[src/design/rai_pkg.sv]
// ----------------------------------------------------------------------------
// rai_pkg
// Types and constants shared by the router alert inserter modules.
// ----------------------------------------------------------------------------
package rai_pkg;

	localparam logic [7:0] OPT_TYPE  = 8'h94;
	localparam logic [7:0] OPT_LEN   = 8'h04;
	localparam int unsigned OPT_BYTES = 4;

	localparam logic [5:0] MIN_HDR_BYTES = 6'd20;

	// header byte positions that are rewritten
	localparam logic [5:0] IDX_VER     = 6'd0;
	localparam logic [5:0] IDX_TLEN_HI = 6'd2;
	localparam logic [5:0] IDX_TLEN_LO = 6'd3;
	localparam logic [5:0] IDX_CK_HI   = 6'd10;
	localparam logic [5:0] IDX_CK_LO   = 6'd11;

	localparam logic [1:0] ST_INSERTED  = 2'd0;
	localparam logic [1:0] ST_MAXIMAL   = 2'd1;
	localparam logic [1:0] ST_MALFORMED = 2'd2;

	localparam int unsigned Q_DEPTH = 4;

	typedef enum logic [1:0] {
		CMD_PASS  = 2'd0,
		CMD_HDR   = 2'd1,
		CMD_TRUNC = 2'd2
	} cmd_kind_t;

	typedef struct packed {
		cmd_kind_t   kind;
		logic [7:0]  data;
		logic        last;
		logic [1:0]  status;
		logic [5:0]  count;
		logic [21:0] acc;
		logic [15:0] w0;
		logic [15:0] w1;
	} cmd_t;

	typedef struct packed {
		logic       en;
		logic [5:0] addr;
		logic [7:0] data;
	} mem_wr_t;

endpackage

[src/design/rai_if.sv]
// ----------------------------------------------------------------------------
// rai_if
// Byte stream channels of the router alert inserter.
// ----------------------------------------------------------------------------
interface rai_in_if;
	logic       valid;
	logic       ready;
	logic [7:0] in_byte;
	logic       in_last;

	modport source (output valid, output in_byte, output in_last, input ready);
	modport sink (input valid, input in_byte, input in_last, output ready);
endinterface

interface rai_out_if;
	logic       valid;
	logic       ready;
	logic [7:0] out_byte;
	logic       out_last;
	logic [1:0] status;

	modport source (output valid, output out_byte, output out_last, output status,
		input ready);
	modport sink (input valid, input out_byte, input out_last, input status,
		output ready);
endinterface

[src/design/rai_queue.sv]
// ----------------------------------------------------------------------------
// rai_queue
// Short command queue between the front and back parts.
// ----------------------------------------------------------------------------
module rai_queue
	import rai_pkg::*;
(
	input  logic clk,
	input  logic arst_n,
	input  logic push,
	input  cmd_t push_data,
	output logic full,
	input  logic pop,
	output cmd_t pop_data,
	output logic empty
);

	localparam int QAW = $clog2(Q_DEPTH);
	localparam int QCW = $clog2(Q_DEPTH + 1);

	cmd_t           entries_q [Q_DEPTH];
	logic [QAW-1:0] wr_ptr_q;
	logic [QAW-1:0] rd_ptr_q;
	logic [QCW-1:0] count_q;

	assign full     = (count_q == QCW'(Q_DEPTH));
	assign empty    = (count_q == '0);
	assign pop_data = entries_q[rd_ptr_q];

	always_ff @(posedge clk) begin
		if (push) begin
			entries_q[wr_ptr_q] <= push_data;
		end
	end

	always_ff @(posedge clk or negedge arst_n) begin
		if (!arst_n) begin
			wr_ptr_q <= '0;
			rd_ptr_q <= '0;
			count_q  <= '0;
		end else begin
			if (push) begin
				wr_ptr_q <= (wr_ptr_q == QAW'(Q_DEPTH - 1)) ? '0 : wr_ptr_q + QAW'(1);
			end
			if (pop) begin
				rd_ptr_q <= (rd_ptr_q == QAW'(Q_DEPTH - 1)) ? '0 : rd_ptr_q + QAW'(1);
			end
			if (push && !pop) begin
				count_q <= count_q + QCW'(1);
			end else if (pop && !push) begin
				count_q <= count_q - QCW'(1);
			end
		end
	end

endmodule

[src/design/rai_front.sv]
// ----------------------------------------------------------------------------
// rai_front
// Accepts packet bytes, checks the header length, buffers the header and
// sums it, and queues pass, header and truncation commands.
// ----------------------------------------------------------------------------
module rai_front
	import rai_pkg::*;
#(
	parameter int MAX_HEADER_BYTES = 60
) (
	input  logic         clk,
	input  logic         arst_n,
	rai_in_if.sink       pkt_in,
	output mem_wr_t      mem_wr,
	output logic         q_push,
	output cmd_t         q_data,
	input  logic         q_full,
	input  logic         hdr_done,
	output logic         hdr_pending
);

	logic [5:0]  bc_q;
	logic [5:0]  hb_q;
	logic [21:0] acc_q;
	logic        pay_q;
	logic [1:0]  st_q;
	logic        pend_q;
	logic [7:0]  b0_q, b1_q, b2_q, b3_q;

	logic        acc_en;
	logic [7:0]  b;
	logic        last;
	logic [5:0]  hb_cur;
	logic [5:0]  hb_eff;
	logic        first;
	logic        short_hdr;
	logic        bad;
	logic [1:0]  bad_st;
	logic        pass;
	logic        skip;
	logic [21:0] addend;
	logic [21:0] acc_n;
	logic [5:0]  bc_n;
	logic        hdr_full;

	assign b      = pkt_in.in_byte;
	assign last   = pkt_in.in_last;
	assign hb_cur = {b[3:0], 2'b00};
	assign first  = (bc_q == 6'd0);
	assign hb_eff = first ? hb_cur : hb_q;

	assign short_hdr = (hb_cur < MIN_HDR_BYTES);
	assign bad = first && (short_hdr ||
		(({1'b0, hb_cur} + 7'(OPT_BYTES)) > 7'(MAX_HEADER_BYTES)));
	assign bad_st = short_hdr ? ST_MALFORMED : ST_MAXIMAL;
	assign pass   = pay_q || bad;

	// new header bytes wait until the previous header has been read out
	assign pkt_in.ready = !q_full && (pay_q || !pend_q);
	assign acc_en       = pkt_in.valid && pkt_in.ready;
	assign hdr_pending  = pend_q;

	assign skip = (bc_q <= IDX_TLEN_LO) || (bc_q == IDX_CK_HI) || (bc_q == IDX_CK_LO);
	assign addend = bc_q[0] ? {14'd0, b} : {6'd0, b, 8'd0};
	assign acc_n  = skip ? acc_q : acc_q + addend;
	assign bc_n     = bc_q + 6'd1;
	assign hdr_full = !(bc_n < hb_eff);

	always_comb begin
		q_data.kind   = CMD_PASS;
		q_data.data   = b;
		q_data.last   = last;
		q_data.status = pay_q ? st_q : bad_st;
		q_data.count  = bc_n;
		q_data.acc    = acc_n;
		q_data.w0     = {b0_q[7:4], b0_q[3:0] + 4'd1, b1_q};
		q_data.w1     = {b2_q, b3_q} + 16'(OPT_BYTES);
		if (!pass) begin
			if (hdr_full) begin
				q_data.kind   = CMD_HDR;
				q_data.status = ST_INSERTED;
			end else begin
				q_data.kind   = CMD_TRUNC;
				q_data.status = ST_MALFORMED;
			end
		end
	end

	assign q_push = acc_en && (pass || hdr_full || last);

	assign mem_wr.en   = acc_en && !pass;
	assign mem_wr.addr = bc_q;
	assign mem_wr.data = b;

	always_ff @(posedge clk) begin
		if (acc_en && !pass) begin
			unique case (bc_q)
				6'd0: b0_q <= b;
				6'd1: b1_q <= b;
				6'd2: b2_q <= b;
				6'd3: b3_q <= b;
				default: ;
			endcase
		end
	end

	always_ff @(posedge clk or negedge arst_n) begin
		if (!arst_n) begin
			bc_q   <= '0;
			hb_q   <= '0;
			acc_q  <= '0;
			pay_q  <= 1'b0;
			st_q   <= ST_INSERTED;
			pend_q <= 1'b0;
		end else begin
			if (hdr_done) begin
				pend_q <= 1'b0;
			end
			if (acc_en) begin
				if (pass) begin
					if (last) begin
						bc_q  <= '0;
						hb_q  <= '0;
						acc_q <= '0;
						pay_q <= 1'b0;
						st_q  <= ST_INSERTED;
					end else if (!pay_q) begin
						pay_q <= 1'b1;
						st_q  <= bad_st;
					end
				end else if (hdr_full || last) begin
					pend_q <= 1'b1;
					bc_q   <= '0;
					hb_q   <= '0;
					acc_q  <= '0;
					st_q   <= ST_INSERTED;
					pay_q  <= hdr_full && !last;
				end else begin
					bc_q  <= bc_n;
					hb_q  <= hb_eff;
					acc_q <= acc_n;
				end
			end
		end
	end

endmodule

[src/design/rai_back.sv]
// ----------------------------------------------------------------------------
// rai_back
// Holds the header buffer and turns queued commands into output items:
// passed bytes, rewritten or truncated header, router alert option.
// ----------------------------------------------------------------------------
module rai_back
	import rai_pkg::*;
#(
	parameter int MAX_HEADER_BYTES = 60
) (
	input  logic         clk,
	input  logic         arst_n,
	rai_out_if.source    pkt_out,
	input  mem_wr_t      mem_wr,
	input  logic         q_empty,
	output logic         q_pop,
	input  cmd_t         q_data,
	input  logic [15:0]  alert_value,
	output logic         hdr_done
);

	localparam int AW = $clog2(MAX_HEADER_BYTES);

	typedef enum logic [2:0] {
		G_IDLE = 3'b001,
		G_HDR  = 3'b010,
		G_OPT  = 3'b100
	} gen_state_t;

	logic [7:0]  hdr_mem [MAX_HEADER_BYTES];

	gen_state_t  state_q;
	logic [5:0]  idx_q;
	logic [5:0]  cnt_q;
	logic        trunc_q;
	logic        last_q;
	logic [15:0] w0_q;
	logic [15:0] w1_q;
	logic [22:0] sum_q;
	logic [15:0] ck_q;

	logic        s1_v, s1_mem, s1_last;
	logic [7:0]  s1_byte, rd_s1;
	logic [1:0]  s1_st;

	logic        ov_q, ol_q;
	logic [7:0]  ob_q;
	logic [1:0]  os_q;

	logic        adv;
	logic        hdr_end;
	logic        g_v, g_mem, g_last, g_rd;
	logic [7:0]  g_byte;
	logic [1:0]  g_st;
	logic [16:0] fold1, fold2;

	assign adv     = !ov_q || pkt_out.ready;
	assign hdr_end = ((idx_q + 6'd1) == cnt_q);
	assign q_pop   = adv && (state_q == G_IDLE) && !q_empty;
	assign hdr_done = adv && (state_q == G_HDR) && hdr_end;
	assign g_rd    = (state_q == G_HDR);

	always_comb begin
		g_v    = 1'b0;
		g_mem  = 1'b0;
		g_last = 1'b0;
		g_byte = q_data.data;
		g_st   = ST_INSERTED;
		unique case (state_q)
			G_IDLE: begin
				if (!q_empty && q_data.kind == CMD_PASS) begin
					g_v    = 1'b1;
					g_last = q_data.last;
					g_st   = q_data.status;
				end
			end
			G_HDR: begin
				g_v    = 1'b1;
				g_mem  = 1'b1;
				g_last = trunc_q && hdr_end;
				g_st   = trunc_q ? ST_MALFORMED : ST_INSERTED;
				if (!trunc_q) begin
					case (idx_q)
						IDX_VER:     begin g_mem = 1'b0; g_byte = w0_q[15:8]; end
						IDX_TLEN_HI: begin g_mem = 1'b0; g_byte = w1_q[15:8]; end
						IDX_TLEN_LO: begin g_mem = 1'b0; g_byte = w1_q[7:0];  end
						IDX_CK_HI:   begin g_mem = 1'b0; g_byte = ck_q[15:8]; end
						IDX_CK_LO:   begin g_mem = 1'b0; g_byte = ck_q[7:0];  end
						default: ;
					endcase
				end
			end
			G_OPT: begin
				g_v = 1'b1;
				case (idx_q[1:0])
					2'd0: g_byte = OPT_TYPE;
					2'd1: g_byte = OPT_LEN;
					2'd2: g_byte = alert_value[15:8];
					default: begin
						g_byte = alert_value[7:0];
						g_last = last_q;
					end
				endcase
			end
			default: ;
		endcase
	end

	// end-around carry folds of the header sum
	assign fold1 = {1'b0, sum_q[15:0]} + {10'd0, sum_q[22:16]};
	assign fold2 = {1'b0, fold1[15:0]} + {16'd0, fold1[16]};

	always_ff @(posedge clk) begin
		if (mem_wr.en) begin
			hdr_mem[mem_wr.addr[AW-1:0]] <= mem_wr.data;
		end
		if (adv && g_rd) begin
			rd_s1 <= hdr_mem[idx_q[AW-1:0]];
		end
		if (adv) begin
			s1_mem  <= g_mem;
			s1_byte <= g_byte;
			s1_last <= g_last;
			s1_st   <= g_st;
			ob_q    <= s1_mem ? rd_s1 : s1_byte;
			ol_q    <= s1_last;
			os_q    <= s1_st;
		end
		if (q_pop && q_data.kind != CMD_PASS) begin
			cnt_q   <= q_data.count;
			trunc_q <= (q_data.kind == CMD_TRUNC);
			last_q  <= q_data.last;
			w0_q    <= q_data.w0;
			w1_q    <= q_data.w1;
			sum_q   <= 23'(q_data.acc) + 23'(q_data.w0) + 23'(q_data.w1) +
				23'({OPT_TYPE, OPT_LEN}) + 23'(alert_value);
		end
		ck_q <= ~fold2[15:0];
	end

	always_ff @(posedge clk or negedge arst_n) begin
		if (!arst_n) begin
			state_q <= G_IDLE;
			idx_q   <= '0;
			s1_v    <= 1'b0;
			ov_q    <= 1'b0;
		end else if (adv) begin
			s1_v <= g_v;
			ov_q <= s1_v;
			unique case (state_q)
				G_IDLE: begin
					idx_q <= '0;
					if (q_pop && q_data.kind != CMD_PASS) begin
						state_q <= G_HDR;
					end
				end
				G_HDR: begin
					if (hdr_end) begin
						idx_q   <= '0;
						state_q <= trunc_q ? G_IDLE : G_OPT;
					end else begin
						idx_q <= idx_q + 6'd1;
					end
				end
				G_OPT: begin
					if (idx_q[1:0] == 2'd3) begin
						idx_q   <= '0;
						state_q <= G_IDLE;
					end else begin
						idx_q <= idx_q + 6'd1;
					end
				end
				default: begin
					idx_q   <= '0;
					state_q <= G_IDLE;
				end
			endcase
		end
	end

	assign pkt_out.valid    = ov_q;
	assign pkt_out.out_byte = ob_q;
	assign pkt_out.out_last = ol_q;
	assign pkt_out.status   = os_q;

endmodule

[src/design/ipv4_router_alert_inserter.sv]
// ----------------------------------------------------------------------------
// ipv4_router_alert_inserter
// IPv4 router alert option insertion on a byte stream.
// ----------------------------------------------------------------------------
// Payload bytes and passed-through packets move at one item per cycle unless
// the output or the full command queue holds them. Header bytes are buffered
// and give no output; once the header is complete it is sent out rewritten at
// one byte per cycle while the output accepts it, followed by the four option
// bytes. Input is taken meanwhile into a four-entry command queue, but the
// first byte of the next packet's header waits until the previous header has
// been read out of the header buffer. No clearing pass after reset.
module ipv4_router_alert_inserter
	import rai_pkg::*;
#(
	parameter int MAX_HEADER_BYTES = 60
) (
	input  logic        clk,
	input  logic        arst_n,
	rai_in_if.sink      pkt_in,
	rai_out_if.source   pkt_out,
	input  logic        cfg_we,
	input  logic [15:0] cfg_wdata
);

	logic [15:0] alert_q;
	mem_wr_t     mem_wr;
	logic        q_push, q_full, q_pop, q_empty;
	cmd_t        q_push_data, q_pop_data;
	logic        hdr_done, hdr_pending;

	always_ff @(posedge clk or negedge arst_n) begin
		if (!arst_n) begin
			alert_q <= '0;
		end else if (cfg_we) begin
			alert_q <= cfg_wdata;
		end
	end

	rai_front #(
		.MAX_HEADER_BYTES(MAX_HEADER_BYTES)
	) u_front (
		.clk        (clk),
		.arst_n     (arst_n),
		.pkt_in     (pkt_in),
		.mem_wr     (mem_wr),
		.q_push     (q_push),
		.q_data     (q_push_data),
		.q_full     (q_full),
		.hdr_done   (hdr_done),
		.hdr_pending(hdr_pending)
	);

	rai_queue u_queue (
		.clk      (clk),
		.arst_n   (arst_n),
		.push     (q_push),
		.push_data(q_push_data),
		.full     (q_full),
		.pop      (q_pop),
		.pop_data (q_pop_data),
		.empty    (q_empty)
	);

	rai_back #(
		.MAX_HEADER_BYTES(MAX_HEADER_BYTES)
	) u_back (
		.clk        (clk),
		.arst_n     (arst_n),
		.pkt_out    (pkt_out),
		.mem_wr     (mem_wr),
		.q_empty    (q_empty),
		.q_pop      (q_pop),
		.q_data     (q_pop_data),
		.alert_value(alert_q),
		.hdr_done   (hdr_done)
	);

`ifndef SYNTH
	a_q_no_overflow: assert property (@(posedge clk) disable iff (!arst_n)
		q_push |-> !q_full) else $error("command queue overflow");

	a_q_no_underflow: assert property (@(posedge clk) disable iff (!arst_n)
		q_pop |-> !q_empty) else $error("command queue underflow");

	a_no_wr_while_read: assert property (@(posedge clk) disable iff (!arst_n)
		mem_wr.en |-> !hdr_pending) else $error("header buffer overwritten");

	a_done_only_pending: assert property (@(posedge clk) disable iff (!arst_n)
		hdr_done |-> hdr_pending) else $error("header done without header");
`endif

endmodule
[src/flat_wrapper.sv]
// flat-port wrapper written by rule: the top's interface ports become plain ports
module ipv4_router_alert_inserter_flat import rai_pkg::*;
#(
	parameter int MAX_HEADER_BYTES = 60
)
  (clk, arst_n, cfg_we, cfg_wdata, pkt_in_valid, pkt_in_in_byte, pkt_in_in_last, pkt_in_ready, pkt_out_valid, pkt_out_out_byte, pkt_out_out_last, pkt_out_status, pkt_out_ready);
  rai_in_if pkt_in_i ();
  rai_out_if pkt_out_i ();
  input  logic clk;
  input  logic arst_n;
  input  logic cfg_we;
  input  logic [15:0] cfg_wdata;
  input wire logic [$bits(pkt_in_i.valid)-1:0] pkt_in_valid;
  input wire logic [$bits(pkt_in_i.in_byte)-1:0] pkt_in_in_byte;
  input wire logic [$bits(pkt_in_i.in_last)-1:0] pkt_in_in_last;
  output wire logic [$bits(pkt_in_i.ready)-1:0] pkt_in_ready;
  output wire logic [$bits(pkt_out_i.valid)-1:0] pkt_out_valid;
  output wire logic [$bits(pkt_out_i.out_byte)-1:0] pkt_out_out_byte;
  output wire logic [$bits(pkt_out_i.out_last)-1:0] pkt_out_out_last;
  output wire logic [$bits(pkt_out_i.status)-1:0] pkt_out_status;
  input wire logic [$bits(pkt_out_i.ready)-1:0] pkt_out_ready;
  assign pkt_in_i.valid = pkt_in_valid;
  assign pkt_in_i.in_byte = pkt_in_in_byte;
  assign pkt_in_i.in_last = pkt_in_in_last;
  assign pkt_in_ready = pkt_in_i.ready;
  assign pkt_out_valid = pkt_out_i.valid;
  assign pkt_out_out_byte = pkt_out_i.out_byte;
  assign pkt_out_out_last = pkt_out_i.out_last;
  assign pkt_out_status = pkt_out_i.status;
  assign pkt_out_i.ready = pkt_out_ready;
  ipv4_router_alert_inserter #(.MAX_HEADER_BYTES(MAX_HEADER_BYTES)) u_core (.clk(clk), .arst_n(arst_n), .pkt_in(pkt_in_i), .pkt_out(pkt_out_i), .cfg_we(cfg_we), .cfg_wdata(cfg_wdata));
endmodule
[config.mk]
export PLATFORM = sky130hd
export DESIGN_NAME = ipv4_router_alert_inserter_flat
export DESIGN_NICKNAME = d
export VERILOG_FILES = /design/src/design/rai_pkg.sv /design/src/design/rai_if.sv /design/src/design/rai_queue.sv /design/src/design/rai_front.sv /design/src/design/rai_back.sv /design/src/design/ipv4_router_alert_inserter.sv /design/src/flat_wrapper.sv
export SDC_FILE = /design/constraint.sdc
export NUM_CORES = 1
export LEC_CHECK = 0
export BUFFER_PORTS_ARGS = -buffer_cell sky130_fd_sc_hd__buf_4
export CORE_ASPECT_RATIO = 1.4
export CORE_MARGIN = 4
export CORE_UTILIZATION = 55
export CTS_CLUSTER_SIZE = 25
export DETAILED_ROUTE_END_ITERATION = 10
export PLACE_DENSITY_LB_ADDON = 0.3
export SYNTH_ARGS = -nofsm -noshare
export SYNTH_HDL_FRONTEND = slang
export SYNTH_SLANG_ARGS = --single-unit
export TNS_END_PERCENT = 30
[constraint.sdc]
create_clock -name clk -period 7.1 [get_ports clk]
set_clock_uncertainty 0.1 [all_clocks]
set_input_delay 0.71 -clock clk [delete_from_list [all_inputs] [get_ports clk]]
set_output_delay 0.71 -clock clk [all_outputs]
set_load 0.01 [all_outputs]
# == Yosys cells after proc, flatten, opt, wreduce, memory -nomap -nowiden ==
# Memory sizes are Yosys's and may differ from the RTL's. A register that Yosys moved wholly into a read port is not among the register bits.
# Cells that the tools add are included.
# word_totals
regBits,206
ram_bits,772
input_bits,30
output_inout_bits,13
mem_count,2
# op_classes
n_addsub,16
n_lt_le_gt_ge,4
n_eq_ne,24
muxes,58
bitwise,1
reduce_logical,51
# memory_table
name,words,width,read_ports,rd_ports_with_merged_regs,wr,line_no,text
u_core.u_back.hdr_mem,60,8,1,1,1,rai_back.sv:30,logic [7:0] hdr_mem [MAX_HEADER_BYTES];
u_core.u_queue.entries_q,4,73,1,0,1,rai_queue.sv:21,cmd_t entries_q [Q_DEPTH];
# ops
cell,n
22-bit two-way mux,4
6-bit two-way mux,8
23-bit by 16-bit adder with 23-bit output,2
8-bit one-hot mux with 5 select lines,1
2-bit two-way mux,13
"6-bit by 2-bit equality test with 1-bit output, second input constant",4
"6-bit by 4-bit equality test with 1-bit output, second input constant",4
8-bit one-hot mux with 3 select lines,1
22-bit by 16-bit adder with 23-bit output,1
"23-bit by 16-bit adder with 23-bit output, second input constant",1
22-bit by 16-bit adder with 22-bit output,1
3-bit two-way mux,6
16-bit by 7-bit adder with 17-bit output,1
16-bit by 1-bit adder with 16-bit output,1
"16-bit by 3-bit adder with 16-bit output, second input constant",1
1-bit two-way mux,16
16-bit two-way mux,1
8-bit two-way mux,2
16-bit inverter,1
8-bit one-hot mux with 2 select lines,1
1-bit logical AND,15
"6-bit by 1-bit adder with 6-bit output, second input constant",2
6-bit zero test,2
6-bit one-hot mux with 2 select lines,1
other kinds (32),64

# == Longest topological paths before layout ==
# depth
depth_word,12
ltp_mapped,20
depth_no_buf,19

# == Hierarchy ==
# A second synthesis with hierarchy kept.
# hier_totals
hier_cells,2358
area_unflattened_um2,41866.4
# by_module_without_submodules
module,n_inst,cells_each,area_per_inst_um2
rai_back,1,1420,25572.0
rai_queue,1,418,10945.5
rai_front,1,486,4699.5
ipv4_router_alert_inserter,1,34,649.4

# == Worst setup path after synthesis ==
# Ideal clock, no wire load.
# synth_path
path_kind,register -> register
start,register u_core.u_queue.rd_ptr_q[0]
end,"register u_core.u_back.sum_q[20], data pin"
setup_ns,0.259
t_arrival_ns,4.938
path_slack_ns,1.803
stages_incl_launch_ff,19
n_path_buf,3
synth_period_minus_slack_ns,5.297
path_cell_list,dfrtp_1 > buf_2 > buf_2 > buf_2 > mux4_2 > inv_1 > fa_1 > fa_1 > fa_1 > inv_1 > ha_1 > fa_1 > a21o_1 > nand4_1 > a311oi_1 > o31ai_1 > a21oi_1 > o21ai_0 > xnor2_1
# synth_between
elab_chain_len,5
# synth_rtl
element,line_no,text
start: declaration,rai_queue.sv:23,logic [QAW-1:0] rd_ptr_q;
start signal: assignment,rai_queue.sv:46,rd_ptr_q <= (rd_ptr_q == QAW'(Q_DEPTH - 1)) ? '0 : rd_ptr_q + QAW'(1);
memory 4 x 73 bit (*),-,
22-bit by 16-bit adder with 23-bit output,rai_back.sv:135,sum_q <= 23'(q_data.acc) + 23'(q_data.w0) + 23'(q_data.w1) +
23-bit by 16-bit adder with 23-bit output (*) (2 in a row),rai_back.sv:135,
23-bit by 16-bit adder with 23-bit output (*),rai_back.sv:136,"23'({OPT_TYPE, OPT_LEN}) + 23'(alert_value);"
end signal: assignment,rai_back.sv:135,
end: declaration,rai_back.sv:39,logic [22:0] sum_q;
# Every way passes the cells marked *; elsewhere a longest branch is shown, timed or not.
# A chain may end at the register's enable or synchronous reset.

==> flow_summary.yaml <==
floorplan:
  dieArea_sq_mm: 0.0798
  start_util: 0.558
  dieWidth_microns: 240
  io_pins: 43
  rows: 118
  core_area_sq_mm: 0.0743
  die_h_microns: 333
placement:
  dp.cells: 3278
  place.gp.congestion: 0.936
  hpwl_microns: 63500
  port-buffer-count: 42
  pre_cts_slack_ns: 1.49
power:
  p_seq_frac: 0.367
  p_clk_frac: 0.232
  comb_power_share: 0.401
  power_leakage_uw: 0.0154
  p_int_uw: 14100
  powerDensity_mw_per_mm2: 475
  p_sw_frac: 0.355
  ir_drop_v: 0.000499
  p_total_uw: 21800
  power_switching_uw: 7750
sta:
  final.min_clock_period_ns: 5.59
  slew_headroom: 0.317
  hold_slack_ns: 0.168
  rsz0062_at_grt: "no"
  worst_slack_ns: 1.51
  finalCritPeriodShare: 0.787
  final-setup-viol-count: 0
  hold_viol: 0
  slew_viol_final: 0
  tightest_slew_ns: 0.999
  max_freq_mhz: 179
  fin_tns_setup_ns: 0
grt:
  grt_max_degree: 74
  grt_pass1_wl_microns: 144000
  busiest_layer: "met2"
  grtUsageMet2: 0.438
  use_met3: 0.0363
  gr-total-overflow: 0
  grt_use_total: 0.244
  grtUsageMet1: 0.301
  antenna_found_initial: 1
  first_global_vias: 22300
routing:
  dr.pass1.iters: 9
  drc_errors: 0
  wirelength_microns: 96100
  post_drt_wl_per_cell_microns: 27.9
  num_vias: 21600
  drtAntennaViolNets: 0
  vias_per_cell: 6.26
  first_iter_violations: 2201
clock_network:
  clock-sinks: 978
  hold_buffers: 1
  cts_setup_buffers: 0
  clock_latency_ns: 0.67
  h-tree-depth: 3
  cts_buffers: 91
  clk_pin_slew_worst_paths_ns: 0.06
  cts_tree: "done"
  postCtsResizedCells: 0
  clk_path_buf_depth: 3
  cts_root_buf: "clkbuf_16"
yosys:
  synth-seq-cells: 978
  netlist_area_sq_mm: 0.0414
  synth_edf_count: 890
  syn_avg_cell_area_sq_um: 17.8
  post-synth-top-count-cell: "edfxtp_1"
  yosysUniqueCellTypes: 73
  synth_nets: 2483
  yosysWarnings: 0
  synthCells: 2332
  async_reset_ff_frac: 0.0736
  synth_ff_type: "edfxtp_1"
  ys_seq_area_frac: 0.697
  synth_area_leaders: "edfxtp_1 65%, mux4_2 12%, dfrtp_1 4.3%"
  synth_top_area_share: 0.645
  synth_top_area_cell: "edfxtp_1"
  synth_common_cells: "890 x edfxtp_1, 225 x mux4_2, 128 x nor2_1, 127 x inv_1, 86 x ha_1"
finish:
  fin_nets: 2563
  regArea_sq_mm: 0.0289
  drive_above_1_share: 0.197
  final_cells: 3449
  fill_cells: 5112
  multiInputGateArea_sq_mm: 0.0117
  area_growth_pct: 10.9
critical_path:
  path_max_fanout: 47
  worst-setup-path-type: "flip-flop to flip-flop"
  r2r_cells: 14
  path_cells: "mux4_2 -> inv_1 -> fa_1 -> inv_1 -> fa_1 -> ha_1 -> ha_1 -> and3_1 -> and3_1 -> a211oi_1 -> o21ai_0 -> nand2b_1 -> a21boi_0 -> o311a_1"
  worstSetupEndpointType: "flip-flop"
  crit_arrival_ns: 5.90
  cpMaxStageDelayCell: "dfrtp_4"
  max_stage_delay_ns: 1.04
  startpoint_type: "flip-flop"
  cp.required_ns: 7.41
status:
  status: "completed"
hold_path:
  hp-class: "input port to flip-flop"
  hold_path_depth: 3
flow_run:
  maxCapViolCount: 0
[cells by family after synthesis]
kind of cell | share of synthesized area
adders and majority gates | 0.0432
AOI/OAI and AO/OA | 0.0442
muxes | 0.132
buffers and inverters | 0.0212
and+or+nand+nor | 0.0434
xor gates and xnor gates | 0.0194
DFF | 0.697
[worst max-delay path: cells and delay by family (launching register included)]
family	cells	cell delay, ns
buffers and inverters	2	0.23
adder cells (fa/ha/maj)	4	1.49
flip-flops	1	1.04
AO/OA/AOI/OAI	4	1.24
AND/OR/NAND/NOR	3	0.52
multiplexers	1	0.63
[through the flow]
stage / util / instance area (sq um)
floorplan: - / 41400
global placement: 0.577 / 42800
detailed placement: 0.577 / 42800
CTS: 0.618 / 45900
global route: 0.618 / 45900
finish: 0.618 / 45900
[registers in the layout (all words and copies together) (netlist names), 8 cells and up]
| register | flops |
|---|---|
| u_core.u_back.rd_s1 | 8 |
| u_core.u_back.ck_q | 16 |
| u_core.u_back.hdr_mem | 480 |
| u_core.alert_q | 16 |
| u_core.u_back.w1_q | 16 |
| u_core.u_queue.entries_q | 292 |
| u_core.u_back.sum_q | 23 |
| u_core.u_front.b0_q | 8 |
| u_core.u_back.pkt_out.out_byte | 8 |
| u_core.u_back.w0_q | 8 |
| u_core.u_front.b1_q | 8 |
| u_core.u_front.b2_q | 8 |
| u_core.u_back.s1_byte | 8 |
| u_core.u_front.acc_q | 22 |
| u_core.u_front.b3_q | 8 |
[path summary, 6_finish.rpt]
check                           slack (ns)                                  endpoint                                   start
worst min register to register        0.32  u_core.u_back.pkt_out.out_last$_DFFE_PP_         u_core.u_back.s1_last$_DFFE_PP_
worst min-delay path                  0.17             u_core.alert_q[2]$_DFFE_PN0P_                            cfg_wdata[2]
worst max register to register        1.51         u_core.u_back.sum_q[17]$_DFFE_PP_  u_core.u_queue.rd_ptr_q[0]$_DFFE_PN0P_
min in group asynchronous             0.39       u_core.u_front.acc_q[8]$_DFFE_PN0P_                                  arst_n
max in group asynchronous             5.41        u_core.u_back.idx_q[0]$_DFFE_PN0P_                                  arst_n
worst max-delay path                  1.51         u_core.u_back.sum_q[17]$_DFFE_PP_  u_core.u_queue.rd_ptr_q[0]$_DFFE_PN0P_
[placed cells by master, fill, tap and decap left out, types with 13 or more instances in the layout]
cell       synthesis  routed
a21oi_1           76      76
or3_1             16      16
nand2_1           85      85
clkbuf_1          49      17
dfrtp_1           71      65
inv_1            127     127
edfxtp_1         890     890
ha_1              86      86
nand3_1           41      41
clkbuf_16          0      92
mux4_2           225     225
nor2_1           128     127
o21ai_0           67      66
xor2_1            25      25
a22oi_1           16      16
dfxtp_1           16      16
nor3_1            16      16
xnor2_1           64      64
and3_1            21      21
mux2_2            26      26
and2_1            19      15
fa_1              35      35
buf_4              0      75
bufinv_16          0      13
clkinv_2           0      19
a21o_1            18      18
[power by group through the flow]
| stage | registers (uW) | clock network [uW] | logic (uW) |
|---|---|---|---|
| floorplan | 7780 | 0 | 6520 |
| global placement | 8110 | 0 | 8560 |
| detailed placement | 8140 | 0 | 8690 |
| CTS | 8020 | 5130 | 8750 |
| global route | 8080 | 5380 | 9590 |
| finish | 8010 | 5070 | 8740 |
[layer usage]
metal | wire (microns) | vias to the layer above | part of all wire
met1 | 34400 | 11200 | 0.36
met5 | 0 | - | 0
met3 | 5930 | 163 | 0.062
met2 | 51800 | 884 | 0.54
met4 | 3960 | 0 | 0.041
li1 | - | 9334 | -
[layout make-up]
type	instances	share of cell area
Clock buffer	112	0.0524
Tap cell	960	0.0262
Multi-Input combinational cell	1137	0.255
Timing Repair Buffer	77	0.0129
Antenna cell	1	0.0000545
Clock inverter	57	0.0146
Inverter	127	0.0104
Sequential cell	978	0.629
(Power assumes the default switching activity.)
